<file path="config.mk">
export PLATFORM = sky130hd
export DESIGN_NAME = vt_escape_key_decoder_unit
export DESIGN_NICKNAME = d
export VERILOG_FILES = /design/src/hw/rtl/vtek_pkg.sv /design/src/hw/rtl/vt_escape_key_decoder_unit.sv /design/src/hw/rtl/vtek_front.sv /design/src/hw/rtl/vtek_fifo.sv /design/src/hw/rtl/vtek_back.sv
export SDC_FILE = /design/constraint.sdc
export NUM_CORES = 1
export LEC_CHECK = 0
export BUFFER_PORTS_ARGS = -buffer_cell sky130_fd_sc_hd__buf_2
export CORE_ASPECT_RATIO = 1.1
export CORE_MARGIN = 8
export CORE_UTILIZATION = 40
export CTS_CLUSTER_DIAMETER = 100
export DETAILED_ROUTE_END_ITERATION = 8
export GPL_TIMING_DRIVEN = 0
export SYNTH_ARGS = -nofsm -noshare
export SYNTH_HDL_FRONTEND = slang
export SYNTH_SLANG_ARGS = --single-unit
</file>
<file path="constraint.sdc">
create_clock -name i_clk -period 3.4 [get_ports i_clk]
set_input_delay 0.51 -clock i_clk [delete_from_list [all_inputs] [get_ports i_clk]]
set_output_delay 0.51 -clock i_clk [all_outputs]
set_load 0.03 [all_outputs]
</file>
<file path="src/hw/rtl/vtek_pkg.sv">
`timescale 1ns / 1ps
// ----------------------------------------------------------------------------
// vtek_pkg
// Shared types, codes and key tables for the escape key decoder.
// ----------------------------------------------------------------------------
package vtek_pkg;

    localparam int PENDING_LIMIT = 8;
    localparam int PEND_W        = $clog2(PENDING_LIMIT + 1);

    localparam int Q_DEPTH = 2;
    localparam int Q_AW    = (Q_DEPTH > 1) ? $clog2(Q_DEPTH) : 1;
    localparam int Q_CNT_W = $clog2(Q_DEPTH + 1);

    // byte codes
    localparam logic [7:0] ESC_BYTE    = 8'h1b;
    localparam logic [7:0] CH_LBRACKET = 8'h5b;
    localparam logic [7:0] CH_THREE    = 8'h33;
    localparam logic [7:0] CH_TILDE    = 8'h7e;
    localparam logic [7:0] CH_CR       = 8'h0d;
    localparam logic [7:0] CH_LF       = 8'h0a;
    localparam logic [7:0] CH_PRINT_LO = 8'h20;
    localparam logic [7:0] CH_PRINT_HI = 8'h7e;

    localparam logic [7:0] SEL_UP    = 8'h41;
    localparam logic [7:0] SEL_DOWN  = 8'h42;
    localparam logic [7:0] SEL_RIGHT = 8'h43;
    localparam logic [7:0] SEL_LEFT  = 8'h44;
    localparam logic [7:0] SEL_HOME  = 8'h48;
    localparam logic [7:0] SEL_END   = 8'h46;

    // key codes
    localparam logic [15:0] KEY_NONE   = 16'h0000;
    localparam logic [15:0] KEY_UP     = 16'hff52;
    localparam logic [15:0] KEY_DOWN   = 16'hff54;
    localparam logic [15:0] KEY_RIGHT  = 16'hff53;
    localparam logic [15:0] KEY_LEFT   = 16'hff51;
    localparam logic [15:0] KEY_HOME   = 16'hff50;
    localparam logic [15:0] KEY_END    = 16'hff57;
    localparam logic [15:0] KEY_DELETE = 16'hffff;
    localparam logic [15:0] KEY_RETURN = 16'hff0d;

    typedef enum logic [1:0] {
        EV_DOWN = 2'd0,
        EV_UP   = 2'd1,
        EV_CHAR = 2'd2,
        EV_STOP = 2'd3
    } t_ev_kind;

    typedef enum logic [1:0] {
        CMD_STOP = 2'd0,
        CMD_KEY  = 2'd1,
        CMD_CHAR = 2'd2
    } t_cmd_kind;

    typedef struct packed {
        t_cmd_kind   kind;
        logic [15:0] code;
        logic [7:0]  chr;
        logic        flag;
    } t_cmd;

    function automatic logic [15:0] escape_key(input logic [7:0] sel);
        logic [15:0] code;
        unique case (sel)
            SEL_UP:    code = KEY_UP;
            SEL_DOWN:  code = KEY_DOWN;
            SEL_RIGHT: code = KEY_RIGHT;
            SEL_LEFT:  code = KEY_LEFT;
            SEL_HOME:  code = KEY_HOME;
            SEL_END:   code = KEY_END;
            default:   code = KEY_NONE;
        endcase
        return code;
    endfunction

endpackage

</file>
<file path="src/hw/rtl/vt_escape_key_decoder_unit.sv">
`timescale 1ns / 1ps
// ----------------------------------------------------------------------------
// vt_escape_key_decoder_unit
// Terminal byte decoder turning VT escape sequences and plain bytes into
// key and character events, with a stop latch for CR/LF.
// ----------------------------------------------------------------------------
// A request beat is taken whenever the two-entry command queue has room,
// so beats may arrive back to back. Results leave one beat per cycle while
// m_axis_tready is high, from a registered output: a plain byte with streams
// active gives three beats, an arrow, home, end or delete key gives two, a
// take-stop request gives one, and bytes that only feed or drop a sequence
// give none. Each command is written into the queue, and the event sequencer
// then registers its beats at the output and sets the sustained rate.
// ----------------------------------------------------------------------------
module vt_escape_key_decoder_unit (
    input  logic        i_clk,
    input  logic        i_rst_n,
    input  logic        i_cfg_valid,
    output logic        o_cfg_ready,
    input  logic        i_cfg_data,      // streams_active
    input  logic        s_axis_tvalid,
    output logic        s_axis_tready,
    input  logic [7:0]  s_axis_tdata,    // byte_in
    input  logic        s_axis_tuser,    // req_type
    output logic        m_axis_tvalid,
    input  logic        m_axis_tready,
    output logic [31:0] m_axis_tdata,    // key_code[15:0], char_byte[23:16], stop_flag[24]
    output logic [1:0]  m_axis_tuser,    // event_kind
    output logic        m_axis_tlast
);

    logic               q_full;
    logic               q_empty;
    logic               q_pop;
    logic               push;
    vtek_pkg::t_cmd     push_cmd;
    vtek_pkg::t_cmd     head;
    vtek_pkg::t_ev_kind ev_kind;
    logic [15:0]        ev_code;
    logic [7:0]         ev_char;
    logic               ev_flag;

    assign s_axis_tready = !q_full;

    vtek_front u_front (
        .i_clk       (i_clk),
        .i_rst_n     (i_rst_n),
        .i_cfg_valid (i_cfg_valid),
        .o_cfg_ready (o_cfg_ready),
        .i_cfg_data  (i_cfg_data),
        .i_accept    (s_axis_tvalid && !q_full),
        .i_req_type  (s_axis_tuser),
        .i_byte      (s_axis_tdata),
        .o_push      (push),
        .o_cmd       (push_cmd)
    );

    vtek_fifo u_fifo (
        .i_clk   (i_clk),
        .i_rst_n (i_rst_n),
        .i_push  (push),
        .i_cmd   (push_cmd),
        .o_full  (q_full),
        .i_pop   (q_pop),
        .o_empty (q_empty),
        .o_head  (head)
    );

    vtek_back u_back (
        .i_clk   (i_clk),
        .i_rst_n (i_rst_n),
        .i_empty (q_empty),
        .i_head  (head),
        .o_pop   (q_pop),
        .o_valid (m_axis_tvalid),
        .i_ready (m_axis_tready),
        .o_kind  (ev_kind),
        .o_code  (ev_code),
        .o_char  (ev_char),
        .o_flag  (ev_flag),
        .o_last  (m_axis_tlast)
    );

    assign m_axis_tdata = {7'b0, ev_flag, ev_char, ev_code};
    assign m_axis_tuser = ev_kind;

endmodule

</file>
<file path="src/hw/rtl/vtek_front.sv">
`timescale 1ns / 1ps
// ----------------------------------------------------------------------------
// vtek_front
// Accepts request beats, tracks escape sequences and the stop latch, and
// pushes one event command per beat that produces output.
// ----------------------------------------------------------------------------
module vtek_front (
    input  logic          i_clk,
    input  logic          i_rst_n,
    input  logic          i_cfg_valid,
    output logic          o_cfg_ready,
    input  logic          i_cfg_data,
    input  logic          i_accept,
    input  logic          i_req_type,
    input  logic [7:0]    i_byte,
    output logic          o_push,
    output vtek_pkg::t_cmd o_cmd
);

    logic                        r_streams;
    logic [vtek_pkg::PEND_W-1:0] r_pend;
    logic [vtek_pkg::PEND_W-1:0] n_pend;
    logic [7:0]                  r_seq [3];
    logic [7:0]                  n_seq [3];
    logic                        r_latch;
    logic                        n_latch;

    logic [vtek_pkg::PEND_W-1:0] pend_inc;
    logic [7:0]                  s1;
    logic [7:0]                  s2;
    logic [15:0]                 esc_code;
    logic                        is_crlf;
    logic                        is_print;

    assign o_cfg_ready = 1'b1;

    assign pend_inc = r_pend + vtek_pkg::PEND_W'(1);
    assign s1       = (r_pend == vtek_pkg::PEND_W'(1)) ? i_byte : r_seq[1];
    assign s2       = (r_pend == vtek_pkg::PEND_W'(2)) ? i_byte : r_seq[2];
    assign esc_code = vtek_pkg::escape_key(s2);
    assign is_crlf  = (i_byte == vtek_pkg::CH_CR) || (i_byte == vtek_pkg::CH_LF);
    assign is_print = (i_byte >= vtek_pkg::CH_PRINT_LO) && (i_byte <= vtek_pkg::CH_PRINT_HI);

    always_comb begin
        n_pend = r_pend;
        n_seq  = r_seq;
        n_latch = r_latch;
        o_push = 1'b0;
        o_cmd  = '{kind: vtek_pkg::CMD_STOP, code: 16'h0, chr: 8'h0, flag: 1'b0};
        if (i_accept) begin
            if (i_req_type) begin
                o_push     = 1'b1;
                o_cmd.flag = r_latch;
                n_latch    = 1'b0;
            end else if (r_pend != '0) begin
                if (r_pend >= vtek_pkg::PEND_W'(vtek_pkg::PENDING_LIMIT)) begin
                    n_pend = '0;
                end else begin
                    if (r_pend < vtek_pkg::PEND_W'(3)) begin
                        n_seq[r_pend[1:0]] = i_byte;
                    end
                    n_pend = pend_inc;
                    if (pend_inc >= vtek_pkg::PEND_W'(3) && r_seq[0] == vtek_pkg::ESC_BYTE
                            && s1 == vtek_pkg::CH_LBRACKET) begin
                        if (esc_code != vtek_pkg::KEY_NONE) begin
                            o_push     = 1'b1;
                            o_cmd.kind = vtek_pkg::CMD_KEY;
                            o_cmd.code = esc_code;
                            n_pend     = '0;
                        end else if (s2 == vtek_pkg::CH_THREE) begin
                            if (pend_inc >= vtek_pkg::PEND_W'(4)) begin
                                if (i_byte == vtek_pkg::CH_TILDE) begin
                                    o_push     = 1'b1;
                                    o_cmd.kind = vtek_pkg::CMD_KEY;
                                    o_cmd.code = vtek_pkg::KEY_DELETE;
                                end
                                n_pend = '0;
                            end
                        end else if (pend_inc >=
                                vtek_pkg::PEND_W'(vtek_pkg::PENDING_LIMIT)) begin
                            n_pend = '0;
                        end
                    end else if (pend_inc >= vtek_pkg::PEND_W'(vtek_pkg::PENDING_LIMIT)) begin
                        n_pend = '0;
                    end
                end
            end else if (i_byte == vtek_pkg::ESC_BYTE) begin
                n_seq[0] = i_byte;
                n_pend   = vtek_pkg::PEND_W'(1);
            end else if (is_crlf || is_print) begin
                if (is_crlf) begin
                    n_latch = 1'b1;
                end
                if (r_streams) begin
                    o_push     = 1'b1;
                    o_cmd.kind = vtek_pkg::CMD_CHAR;
                    o_cmd.chr  = i_byte;
                    o_cmd.code = (i_byte == vtek_pkg::CH_CR) ? vtek_pkg::KEY_RETURN
                                                             : {8'h00, i_byte};
                end
            end
        end
    end

    always_ff @(posedge i_clk) begin
        if (!i_rst_n) begin
            r_streams <= 1'b0;
            r_pend    <= '0;
            r_latch   <= 1'b0;
        end else begin
            if (i_cfg_valid) begin
                r_streams <= i_cfg_data;
            end
            r_pend  <= n_pend;
            r_latch <= n_latch;
        end
    end

    // sequence bytes are only read after being written in the same sequence
    always_ff @(posedge i_clk) begin
        r_seq <= n_seq;
    end

endmodule

</file>
<file path="src/hw/rtl/vtek_fifo.sv">
`timescale 1ns / 1ps
// ----------------------------------------------------------------------------
// vtek_fifo
// Short command queue between the classifier and the event sequencer.
// ----------------------------------------------------------------------------
module vtek_fifo (
    input  logic           i_clk,
    input  logic           i_rst_n,
    input  logic           i_push,
    input  vtek_pkg::t_cmd i_cmd,
    output logic           o_full,
    input  logic           i_pop,
    output logic           o_empty,
    output vtek_pkg::t_cmd o_head
);

    vtek_pkg::t_cmd                r_mem [vtek_pkg::Q_DEPTH];
    logic [vtek_pkg::Q_AW-1:0]     r_wr;
    logic [vtek_pkg::Q_AW-1:0]     n_wr;
    logic [vtek_pkg::Q_AW-1:0]     r_rd;
    logic [vtek_pkg::Q_AW-1:0]     n_rd;
    logic [vtek_pkg::Q_CNT_W-1:0]  r_cnt;
    logic [vtek_pkg::Q_CNT_W-1:0]  n_cnt;
    logic                          do_push;
    logic                          do_pop;

    assign o_full  = (r_cnt == vtek_pkg::Q_CNT_W'(vtek_pkg::Q_DEPTH));
    assign o_empty = (r_cnt == '0);
    assign o_head  = r_mem[r_rd];
    assign do_push = i_push && !o_full;
    assign do_pop  = i_pop && !o_empty;

    always_comb begin
        n_wr  = r_wr;
        n_rd  = r_rd;
        n_cnt = r_cnt;
        if (do_push) begin
            n_wr = (r_wr == vtek_pkg::Q_AW'(vtek_pkg::Q_DEPTH - 1)) ? '0
                                                                  : r_wr + vtek_pkg::Q_AW'(1);
        end
        if (do_pop) begin
            n_rd = (r_rd == vtek_pkg::Q_AW'(vtek_pkg::Q_DEPTH - 1)) ? '0
                                                                  : r_rd + vtek_pkg::Q_AW'(1);
        end
        if (do_push && !do_pop) begin
            n_cnt = r_cnt + vtek_pkg::Q_CNT_W'(1);
        end else if (do_pop && !do_push) begin
            n_cnt = r_cnt - vtek_pkg::Q_CNT_W'(1);
        end
    end

    always_ff @(posedge i_clk) begin
        if (!i_rst_n) begin
            r_wr  <= '0;
            r_rd  <= '0;
            r_cnt <= '0;
        end else begin
            r_wr  <= n_wr;
            r_rd  <= n_rd;
            r_cnt <= n_cnt;
        end
    end

    always_ff @(posedge i_clk) begin
        if (do_push) begin
            r_mem[r_wr] <= i_cmd;
        end
    end

endmodule

</file>
<file path="src/hw/rtl/vtek_back.sv">
`timescale 1ns / 1ps
// ----------------------------------------------------------------------------
// vtek_back
// Expands each queued command into its event beats, one per cycle while the
// output is not stalled, into a registered output stage.
// ----------------------------------------------------------------------------
module vtek_back (
    input  logic              i_clk,
    input  logic              i_rst_n,
    input  logic              i_empty,
    input  vtek_pkg::t_cmd    i_head,
    output logic              o_pop,
    output logic              o_valid,
    input  logic              i_ready,
    output vtek_pkg::t_ev_kind o_kind,
    output logic [15:0]       o_code,
    output logic [7:0]        o_char,
    output logic              o_flag,
    output logic              o_last
);

    logic               r_valid;
    logic               n_valid;
    vtek_pkg::t_ev_kind r_kind;
    vtek_pkg::t_ev_kind b_kind;
    logic [15:0]        r_code;
    logic [15:0]        b_code;
    logic [7:0]         r_char;
    logic [7:0]         b_char;
    logic               r_flag;
    logic               b_flag;
    logic               r_last;
    logic               b_last;
    logic [1:0]         r_beat;
    logic [1:0]         n_beat;
    logic               load;

    assign load  = !r_valid || i_ready;
    assign o_pop = load && !i_empty && b_last;

    // beat decode
    always_comb begin
        b_kind = vtek_pkg::EV_STOP;
        b_code = 16'h0;
        b_char = 8'h0;
        b_flag = 1'b0;
        b_last = 1'b1;
        unique case (i_head.kind)
            vtek_pkg::CMD_STOP: begin
                b_flag = i_head.flag;
            end
            vtek_pkg::CMD_KEY: begin
                b_kind = (r_beat == 2'd0) ? vtek_pkg::EV_DOWN : vtek_pkg::EV_UP;
                b_code = i_head.code;
                b_last = (r_beat != 2'd0);
            end
            vtek_pkg::CMD_CHAR: begin
                b_char = i_head.chr;
                b_last = (r_beat == 2'd2);
                unique case (r_beat)
                    2'd0: begin
                        b_kind = vtek_pkg::EV_CHAR;
                        b_code = {8'h00, i_head.chr};
                    end
                    2'd1: begin
                        b_kind = vtek_pkg::EV_DOWN;
                        b_code = i_head.code;
                    end
                    default: begin
                        b_kind = vtek_pkg::EV_UP;
                        b_code = i_head.code;
                    end
                endcase
            end
            default: begin
                b_last = 1'b1;
            end
        endcase
    end

    always_comb begin
        n_valid = r_valid;
        n_beat  = r_beat;
        if (load) begin
            n_valid = !i_empty;
            if (!i_empty) begin
                n_beat = b_last ? 2'd0 : r_beat + 2'd1;
            end
        end
    end

    always_ff @(posedge i_clk) begin
        if (!i_rst_n) begin
            r_valid <= 1'b0;
            r_beat  <= 2'd0;
        end else begin
            r_valid <= n_valid;
            r_beat  <= n_beat;
        end
    end

    always_ff @(posedge i_clk) begin
        if (load && !i_empty) begin
            r_kind <= b_kind;
            r_code <= b_code;
            r_char <= b_char;
            r_flag <= b_flag;
            r_last <= b_last;
        end
    end

    assign o_valid = r_valid;
    assign o_kind  = r_kind;
    assign o_code  = r_code;
    assign o_char  = r_char;
    assign o_flag  = r_flag;
    assign o_last  = r_last;

    a_stop_is_last: assert property (@(posedge i_clk) disable iff (!i_rst_n)
        r_valid && r_kind == vtek_pkg::EV_STOP |-> r_last)
        else $error("stop reply not marked last");

    a_flag_only_stop: assert property (@(posedge i_clk) disable iff (!i_rst_n)
        r_valid && r_kind != vtek_pkg::EV_STOP |-> !r_flag)
        else $error("stop flag set on a non-stop event");

    a_beat_range: assert property (@(posedge i_clk) disable iff (!i_rst_n)
        r_beat != 2'd3)
        else $error("beat counter out of range");

    a_up_after_down: assert property (@(posedge i_clk) disable iff (!i_rst_n)
        load && !i_empty && b_kind == vtek_pkg::EV_UP |->
            r_valid && r_kind == vtek_pkg::EV_DOWN && r_code == b_code)
        else $error("key up without matching key down");

endmodule
</file>
==> Yosys cells after proc, flatten, opt, wreduce, memory -nomap -nowiden <==
Memory sizes are Yosys's and may differ from the RTL's. A register that Yosys moved wholly into a read port is not among the register bits.
Cells that the tools add are included.
{ "totals": {"regBits": 65, "latch_bits": 0, "ramBits": 54, "romBits": 0, "input_bits": 15, "word_cells": 159, "n_memories": 1} }
{ "op_classes": {"n_addsub": 6, "n_mul": 0, "div": 0, "order_cmp": 9, "eq_ne": 24, "n_shift": 0, "n_mux": 65, "bitwise": 4, "n_reduce_logical": 34} }
{ "memory_table": {"columns": ["name", "depth", "word_bits", "rd", "rd_ports_with_merged_regs", "wr", "line_no", "text"], "rows": [
  ["u_fifo.r_mem", 2, 27, 1, 1, 1, "vtek_fifo.sv:17", "vtek_pkg::t_cmd r_mem [vtek_pkg::Q_DEPTH];"]
]} }
{ "ops": {"columns": ["cell", "n"], "rows": [
  ["$mux 18", 6],
  ["$mux 26", 4],
  ["$pmux 16 s6", 1],
  ["$eq 8x7->1 const B", 8],
  ["$mux 24", 2],
  ["$mux 8", 6],
  ["$mux 16", 2],
  ["$mux 4", 8],
  ["$pmux 16 s2", 1],
  ["$mux 27", 1],
  ["$mux 1", 25],
  ["$bwmux 24", 1],
  ["$mux 17", 1],
  ["$demux 8 s2", 1],
  ["$eq 8x4->1 const B", 2],
  ["$eq 8x5->1 const B", 2],
  ["$reduce_bool 16->1", 1],
  ["$reduce_and 5->1", 3],
  ["$logic_and 1x1->1", 11],
  ["$reduce_bool 2->1", 5],
  ["$eq 8x6->1 const B", 1],
  ["$ge 4x4->1 const B", 2],
  ["$ge 8x6->1 const B", 1],
  ["$le 8x7->1 const B", 1],
  ["other kinds (25)", 46]
]} }

==> Depth between registers and ports, before layout <==
Gate-level depths: netlist (run 1).
{ "logic_depth": {"ltp_word": 16, "ltp_mapped": 12} }

==> Cells and area by module <==
A second synthesis (run 1) with hierarchy kept.
{ "unflattened": {"cells_unflattened": 460, "area_unflattened_um2": 6012.0} }
{ "modules_own_cells": {"columns": ["module", "instances", "cells_per_inst", "area_per_inst_um2", "seq_area_each_um2"], "rows": [
  ["vtek_front", 1, 229, 2229.6, 840.8],
  ["vtek_fifo", 1, 109, 2179.6, 1721.7],
  ["vtek_back", 1, 111, 1529.0, 900.9],
  ["vt_escape_key_decoder_unit", 1, 11, 73.8, 0.0]
]} }

==> Least setup slack after synthesis (run 1) <==
OpenSTA, ideal clock, no wires.
{ "synth_timing": {"path_kind": "register -> register", "from": "register u_front.r_pend[0] (netlist bit)", "to": "memory u_fifo.r_mem[0][0] (netlist bit), enable pin", "setup_ns": 0.399, "arrival_ns": 2.842, "required_time_ns": 3.001, "setup_slack_ns": 0.160, "stages_incl_launch_ff": 9, "path_buffers": 0, "period_less_slack_ns": 3.240, "path_cell_list": "dfxtp_1 > inv_1 > ha_1 > or3b_4 > nand4bb_1 > a221oi_2 > nor3_2 > o21ai_2 > nor2b_1"} }
{ "synth_via": {"elab_chain_len": 14} }
{ "synth_lines": {"columns": ["element", "line_no", "text"], "rows": [
  ["from (decl)", "vtek_front.sv:21", "logic [vtek_pkg::PEND_W-1:0] r_pend;"],
  ["from (signal assigned)", "vtek_front.sv:114", "r_pend <= n_pend;"],
  ["$eq 4x2->1", "vtek_front.sv:39", "assign s2 = (r_pend == vtek_pkg::PEND_W'(2)) ? i_byte : r_seq[2];"],
  ["$mux 8", "vtek_front.sv:39", null],
  ["$eq 8x7->1", "vtek_pkg.sv:65", "unique case (sel)"],
  ["$pmux 16 s6", "vtek_pkg.sv:65", null],
  ["$reduce_bool 16->1", "vtek_front.sv:65", "if (esc_code != vtek_pkg::KEY_NONE) begin"],
  ["$mux 1", "vtek_front.sv:65", null],
  ["$mux 1", "vtek_front.sv:63", "if (pend_inc >= vtek_pkg::PEND_W'(3) && r_seq[0] == vtek_pkg::ESC_BYTE"],
  ["$mux 1", "vtek_front.sv:56", "if (r_pend >= vtek_pkg::PEND_W'(vtek_pkg::PENDING_LIMIT)) begin"],
  ["$mux 1 (*)", "vtek_front.sv:55", "end else if (r_pend != '0) begin"],
  ["$mux 1 (*)", "vtek_front.sv:51", "if (i_req_type) begin"],
  ["$mux 1 (*)", "vtek_front.sv:50", "if (i_accept) begin"],
  ["$logic_and 1x1->1 (*)", "vtek_fifo.sv:30", "assign do_push = i_push && !o_full;"],
  ["$mux 1 (*)", "vtek_fifo.sv:65", "if (do_push) begin"],
  ["$mux 1 (implied by the code) (*)", "vtek_fifo.sv:66", "r_mem[r_wr] <= i_cmd;"],
  ["to (decl)", "vtek_fifo.sv:17", null]
]} }
Mark *: on every way between the ends. The rest lies on a longest branch, timed or not.

==> Worst setup path after layout (run 1) <==
{ "layout_timing": {"from": "register u_front.r_pend[0] (netlist bit)", "to": "memory u_fifo.r_mem[0][11] (netlist bit), enable pin"} }
Same word-level chain as after synthesis.

==> results.json, run 1 <==
{
  "drtIter0Drc": 167,
  "syn_to_final_growth_pct": 15.4,
  "switchingPower_w": 0.00132,
  "cts_tree": "done",
  "grt_max_degree": 24,
  "yosysWarnings": 0,
  "fin_cells": 619,
  "yosys.area.top_type_share_pct": 52.6,
  "hpwlAfterDp_um": 6890,
  "netlist_area_um2": 4860,
  "synth_top_cell_by_area": "edfxtp_1",
  "cts_buffers": 9,
  "antennaDiodeCount": 0,
  "synth.avg_cell_area_um2": 12.3,
  "p_clk_share_pct": 25.6,
  "async_reset_ff_share_pct": 0,
  "synth_flop_cell": "edfxtp_1",
  "synthTopCellsByArea": "edfxtp_1 (53%), dfxtp_1 (5.8%), mux2i_1 (4.7%), ha_1 (2.8%), buf_4 (2.6%)",
  "crit_path_max_fanout": 15,
  "ys_ff_latch": 99,
  "synth_top_family_by_area": "simple AND/OR/NAND/NOR gates",
  "synth_compound_area_share_pct": 7.58,
  "cp.arrival_ns": 3.12,
  "first_pass_iters": 4,
  "gp_congestion": 0.823,
  "drive_gt1_share_pct": 23.9,
  "swShare_pct": 34.8,
  "holdBufCountCts": 0,
  "synth_xor_area_share_pct": 1.44,
  "core_um2": 11900,
  "max_clock_freq_mhz": 325,
  "fin_nets": 486,
  "fp.dieArea_um2": 15900,
  "num_io_pins": 53,
  "cts.sink_count": 99,
  "crit_path_end_kind": "flop",
  "final.setup.tns_ns": 0,
  "grt_pass1_wl_um": 14700,
  "fp.dieH_um": 132,
  "synth-simple-area-share_pct": 19.1,
  "synth_edf_count": 85,
  "hold_end": "u_front.r_seq[8]",
  "die_x_um": 121,
  "cts_buffer_depth": 2,
  "post_drt_wl_per_cell_um": 14.7,
  "dp.cells": 603,
  "reg2reg_depth": 9,
  "p_per_area_nw_per_um2": 676,
  "synthMostInstantiatedCell": "edfxtp_1",
  "synth_fa_ha_area_share_pct": 2.83,
  "grt_usage_pct": 11.6,
  "slew_violations": 0,
  "finalWirelength_um": 9120,
  "required_ns": 3.45,
  "final_cell_area_um2": 5600,
  "maxCapViolCount": 0,
  "leakage_nw": 2.11,
  "port_buffers": 44,
  "rsz0062_at_grt": "false",
  "clock_latency_ns": 0.34,
  "p_int_w": 0.00247,
  "slew_headroom_pct": 46.3,
  "status": "finished, final reports clean",
  "whs_path_depth": 1,
  "clk_pin_slew_ns": 0.07,
  "finalSetupViolCount": 0,
  "place_area_um2": 5320,
  "cts_root_buf": "clkbuf_16",
  "min_period_ns": 3.07,
  "pwr-share-comb_pct": 30.8,
  "synthCells": 396,
  "hold_class": "primary input to flop",
  "gr-total-overflow": 0,
  "grt_pass1_vias": 3025,
  "worst_clock_skew_ns": 0.00616,
  "holdCritStartpoint": "s_axis_tdata[0]",
  "worstSetupPathType": "flop to flop",
  "ys_types": 65,
  "route.detailed.drc": 0,
  "r2r-end": "u_fifo.r_mem[0][11]",
  "startpoint_type": "flop",
  "tightest_slew_ns": 0.806,
  "vias": 3109,
  "synth_mux_area_share_pct": 4.74,
  "start_util_pct": 40.7,
  "antenna_found_initial": 0,
  "ir_drop_mv": 0.386,
  "ant_nets": 0,
  "rrSetupSlack_ns": 0.33,
  "row_count": 42,
  "synth-seq-area-share_pct": 58.3,
  "synth_common_cells": "edfxtp_1 (85), nor2_1 (29), mux2i_1 (23), nand2_1 (20), buf_4 (17)",
  "htreeDepth": 3,
  "seqPwrFrac_pct": 43.7,
  "hold_viol": 0,
  "r2r_start": "u_front.r_pend[0]",
  "via_per_inst": 5.02,
  "finalCritPeriodShare_pct": 90.4
}
worst max-delay path: stages (launching register included):
cell	delay, ns
dfxtp_1	0.36
inv_1	0.15
ha_1	0.23
or3b_4	0.41
nand4bb_1	0.26
a221oi_2	0.39
nor3_2	0.13
o21ai_2	0.24
nor2b_2	0.40
buf_8	0.22
how the worst max path moves through the flow:
| stage | endpoint | from | slack (ns) | cells after the start |
|---|---|---|---|---|
| global route | u_fifo.r_mem[0][11] | u_front.r_pend[0] | 0.10 | 9 |
| global placement | u_fifo.r_mem[0][8] | s_axis_tdata[3] | -0.67 | 8 |
| finish | u_fifo.r_mem[0][11] | u_front.r_pend[0] | 0.33 | 9 |
| floorplan | u_fifo.r_mem[0][0] | u_front.r_pend[0] | 0.16 | 8 |
| CTS | u_fifo.r_mem[1][10] | u_front.r_pend[0] | 0.03 | 8 |
| detailed placement | u_fifo.r_mem[1][10] | s_axis_tdata[3] | -0.03 | 8 |
per-layer routing:
metal  up-vias  GRT usage (%)  part of all wire [%]
met5         -              0                     0
met4         0           5.56                   2.4
li1       1554              -                     -
met3        15           3.13                   5.3
met2        67           19.6                    50
met1      1473           13.4                    42
cell usage in the layout (no fill, tap or decap), types with 8 or more instances in the layout:
master,n
nand2b_1,8
dfxtp_1,14
nor3_1,8
clkbuf_16,9
nor2b_1,14
edfxtp_1,85
nand3_1,12
o22ai_1,9
nand2_1,20
nor2_1,29
inv_1,13
ha_1,11
mux2i_1,23
o21ai_0,12
buf_4,17
conb_1,10
buf_2,45
a21oi_1,16
and2_1,9
power groups by stage:
stage          Sequential (W)  Clock (W)  Combinational, W
6_report              0.00165   0.000969           0.00117
3_5_place_dp          0.00169          0           0.00118
2_1_floorplan         0.00192          0          0.000639
5_1_grt               0.00168    0.00103           0.00127
3_3_place_gp          0.00168          0           0.00116
4_1_cts               0.00166   0.000988           0.00118
registers in the layout, indices dropped and copies added, names as in the netlist, 2 cells and up, named ones only:
signal          flops
u_front.r_pend      4
u_back.o_code       9
u_fifo.r_cnt        2
u_back.r_beat       2
u_back.o_char       8
u_front.r_seq      24
u_back.o_kind       2
u_fifo.r_mem       40
cells by family (layout without fill, tap and decap cells):
group	Yosys count	in the layout
buffers and inverters	45	106
AND/OR/NAND/NOR	151	151
multiplexers	23	23
flip-flops	99	99
AO/OA/AOI/OAI	57	57
adder cells (fa/ha/maj)	11	11
XOR/XNOR	8	8
other	2	10
cell type report:
cell class	instances	area, µm²
timing repair buffer	45	235
clock inverter	7	58.8
tap	154	193
inverter	13	48.8
sequential	99	2830
multi-input combinational	260	1780
clock buffer	9	225
fill	1088	6330
buffer	32	233
timing repair:
action,in CTS,in global routing
buffers inserted,0,0
endpoints found under the setup margin,0,20
gates resized for setup,0,1
metrics by stage:
stage / power (W) / setup slack [ns] / hold slack (ns) / utilization [%]
after floorplan: 0.00256 / 0.160 / 0.451 / -
after global routing: 0.00398 / 0.101 / 0.388 / 47.0
after CTS: 0.00383 / 0.0323 / 0.380 / 46.9
final: 0.00379 / 0.327 / 0.389 / 47.0
after detailed placement: 0.00287 / -0.0330 / 0.491 / 44.6
after global placement: 0.00283 / -0.673 / 0.469 / 44.4
Note: power is estimated with default switching activity, not from simulation.
==> run 2: changes to the inputs <==
Settings changed: CORE_UTILIZATION 40 to 53, PLACE_DENSITY from default to 0.76.
==> results.json, run 2 (synthesis results as in run 1) <==
{
  "largest_register": "u_fifo.r_mem",
  "row_count": 36,
  "start_util_pct": 54.7,
  "p_clk_share_pct": 19.8,
  "finalWirelength_um": 8970,
  "route.detailed.drc": 0,
  "pwr-share-comb_pct": 33.2,
  "cts_tree": "done",
  "holdBufCountCts": 0,
  "power_w": 0.00351,
  "whs_ns": 0.359,
  "cts_buffers": 9,
  "cts_resized": 0,
  "cp.arrival_ns": 3.01,
  "fp.dieArea_um2": 12500,
  "wl_met2_um": 4540,
  "vias": 3123,
  "top_layer_used": "met4",
  "drive_gt1_share_pct": 23.9,
  "seqPwrFrac_pct": 47.0,
  "grt_pass1_vias": 2989,
  "required_ns": 3.41,
  "die_x_um": 107,
  "fp.dieH_um": 116,
  "finalCritPeriodShare_pct": 88.3,
  "wl_met1_um": 3650,
  "antenna_found_initial": 0,
  "grt_usage_pct": 14.9,
  "leakage_nw": 2.07,
  "final_cell_mix": "edfxtp_1 (85), buf_2 (45), nor2_1 (29), mux2i_1 (23), nand2_1 (20)",
  "p_per_area_nw_per_um2": 646,
  "setup_slack_ns": 0.398,
  "drtIter0Drc": 138,
  "finalSetupViolCount": 0,
  "cts.sink_count": 99,
  "n_fill_cell": 704,
  "routed-wl-met3_um": 654,
  "syn_to_final_growth_pct": 12.1,
  "rsz0062_at_grt": "false",
  "ir_drop_mv": 0.274,
  "gr-total-overflow": 0,
  "tightest_slew_ns": 0.792,
  "cts_setup_buffers": 0,
  "largest_reg_flops": 40,
  "fin_nets": 486,
  "slew_headroom_pct": 47.2,
  "swShare_pct": 36.3,
  "post_drt_wl_per_cell_um": 15.5,
  "hold_viol": 0,
  "min_period_ns": 3.00,
  "cts_buffer_depth": 2,
  "grt_max_degree": 24,
  "hpwlAfterDp_um": 6620,
  "ant_nets": 0,
  "switchingPower_w": 0.00128,
  "hold_class": "primary input to flop",
  "clk_pin_slew_ns": 0.10,
  "pre_cts_slack_ns": 0.0292,
  "first_pass_iters": 4,
  "port_buffers": 44,
  "core_um2": 8870,
  "dp.cells": 563,
  "gp_congestion": 0.883,
  "final_common_cell": "edfxtp_1",
  "crit_path_max_fanout": 20,
  "via_per_inst": 5.39,
  "worstSetupPathType": "flop to flop",
  "status": "finished, final reports clean",
  "max_clock_freq_mhz": 333,
  "slew_violations": 0,
  "antennaDiodeCount": 0,
  "p_int_w": 0.00224,
  "htreeDepth": 3,
  "grt_pass1_wl_um": 14400,
  "cts_root_buf": "clkbuf_8",
  "crit_path_end_kind": "flop",
  "fin_cells": 579,
  "clock_latency_ns": 0.36,
  "startpoint_type": "flop",
  "worst_clock_skew_ns": 0.00845,
  "num_io_pins": 53,
  "maxCapViolCount": 0
}
==> run 2: critical path: stages, from the launching register on <==
cell and delay (ns):
dfxtp_1 0.37, inv_1 0.14, ha_1 0.23, or3b_4 0.41, nand4bb_1 0.26, a221oi_2 0.38, nor3_2 0.12, o21ai_2 0.23
and2_2 0.49
==> run 2: through the flow <==
| stage | utilization, % | setup TNS [ns] | cell area (µm²) |
|---|---|---|---|
| final | 61.3 | 0 | 5440 |
| after detailed placement | 59.3 | 0 | 5270 |
| after global routing | 61.3 | 0 | 5440 |
| after CTS | 61.3 | 0 | 5440 |
| after floorplan | - | 0 | 4890 |
| after global placement | 59.2 | -11.66 | 5250 |
==> run 2: per-layer routing <==
layer	track usage, %	vias up
li1	-	1552
met1	16.7	1454
met2	26.1	101
met3	4.64	16
met4	5.63	0
met5	0	-
==> run 2: cell type report <==
cell class                      count  area (µm²)  share of cell area (%)
Tap cell                          114         143                    2.62
Clock buffer                       10         128                    2.35
Sequential cell                    99        2830                    52.1
Timing Repair Buffer               45         235                    4.32
Clock inverter                      6        46.3                   0.851
Inverter                           13        48.8                   0.897
Multi-Input combinational cell    260        1780                    32.6
Buffer                             32         233                    4.28
==> run 2: path summary, 6_finish.rpt <==
kind / to / start / depth (start not counted) / slack [ns]
setup reg to reg: u_fifo.r_mem[1][7] / u_front.r_pend[0] / 8 / 0.40
hold / removal: u_front.r_seq[0] / s_axis_tdata[0] / 1 / 0.36
hold reg to reg: u_fifo.r_wr / u_fifo.r_wr / 2 / 0.50
setup / recovery: u_fifo.r_mem[1][7] / u_front.r_pend[0] / 8 / 0.40
==> run 2: power by group through the flow <==
stage | Sequential, W | Clock (W) | Combinational [W]
final | 0.00165 | 0.000697 | 0.00116
after global routing | 0.00167 | 0.000755 | 0.00127
after CTS | 0.00165 | 0.000708 | 0.00118
after detailed placement | 0.00168 | 0 | 0.00117
after global placement | 0.00167 | 0 | 0.00114
after floorplan | 0.00192 | 0 | 0.000639
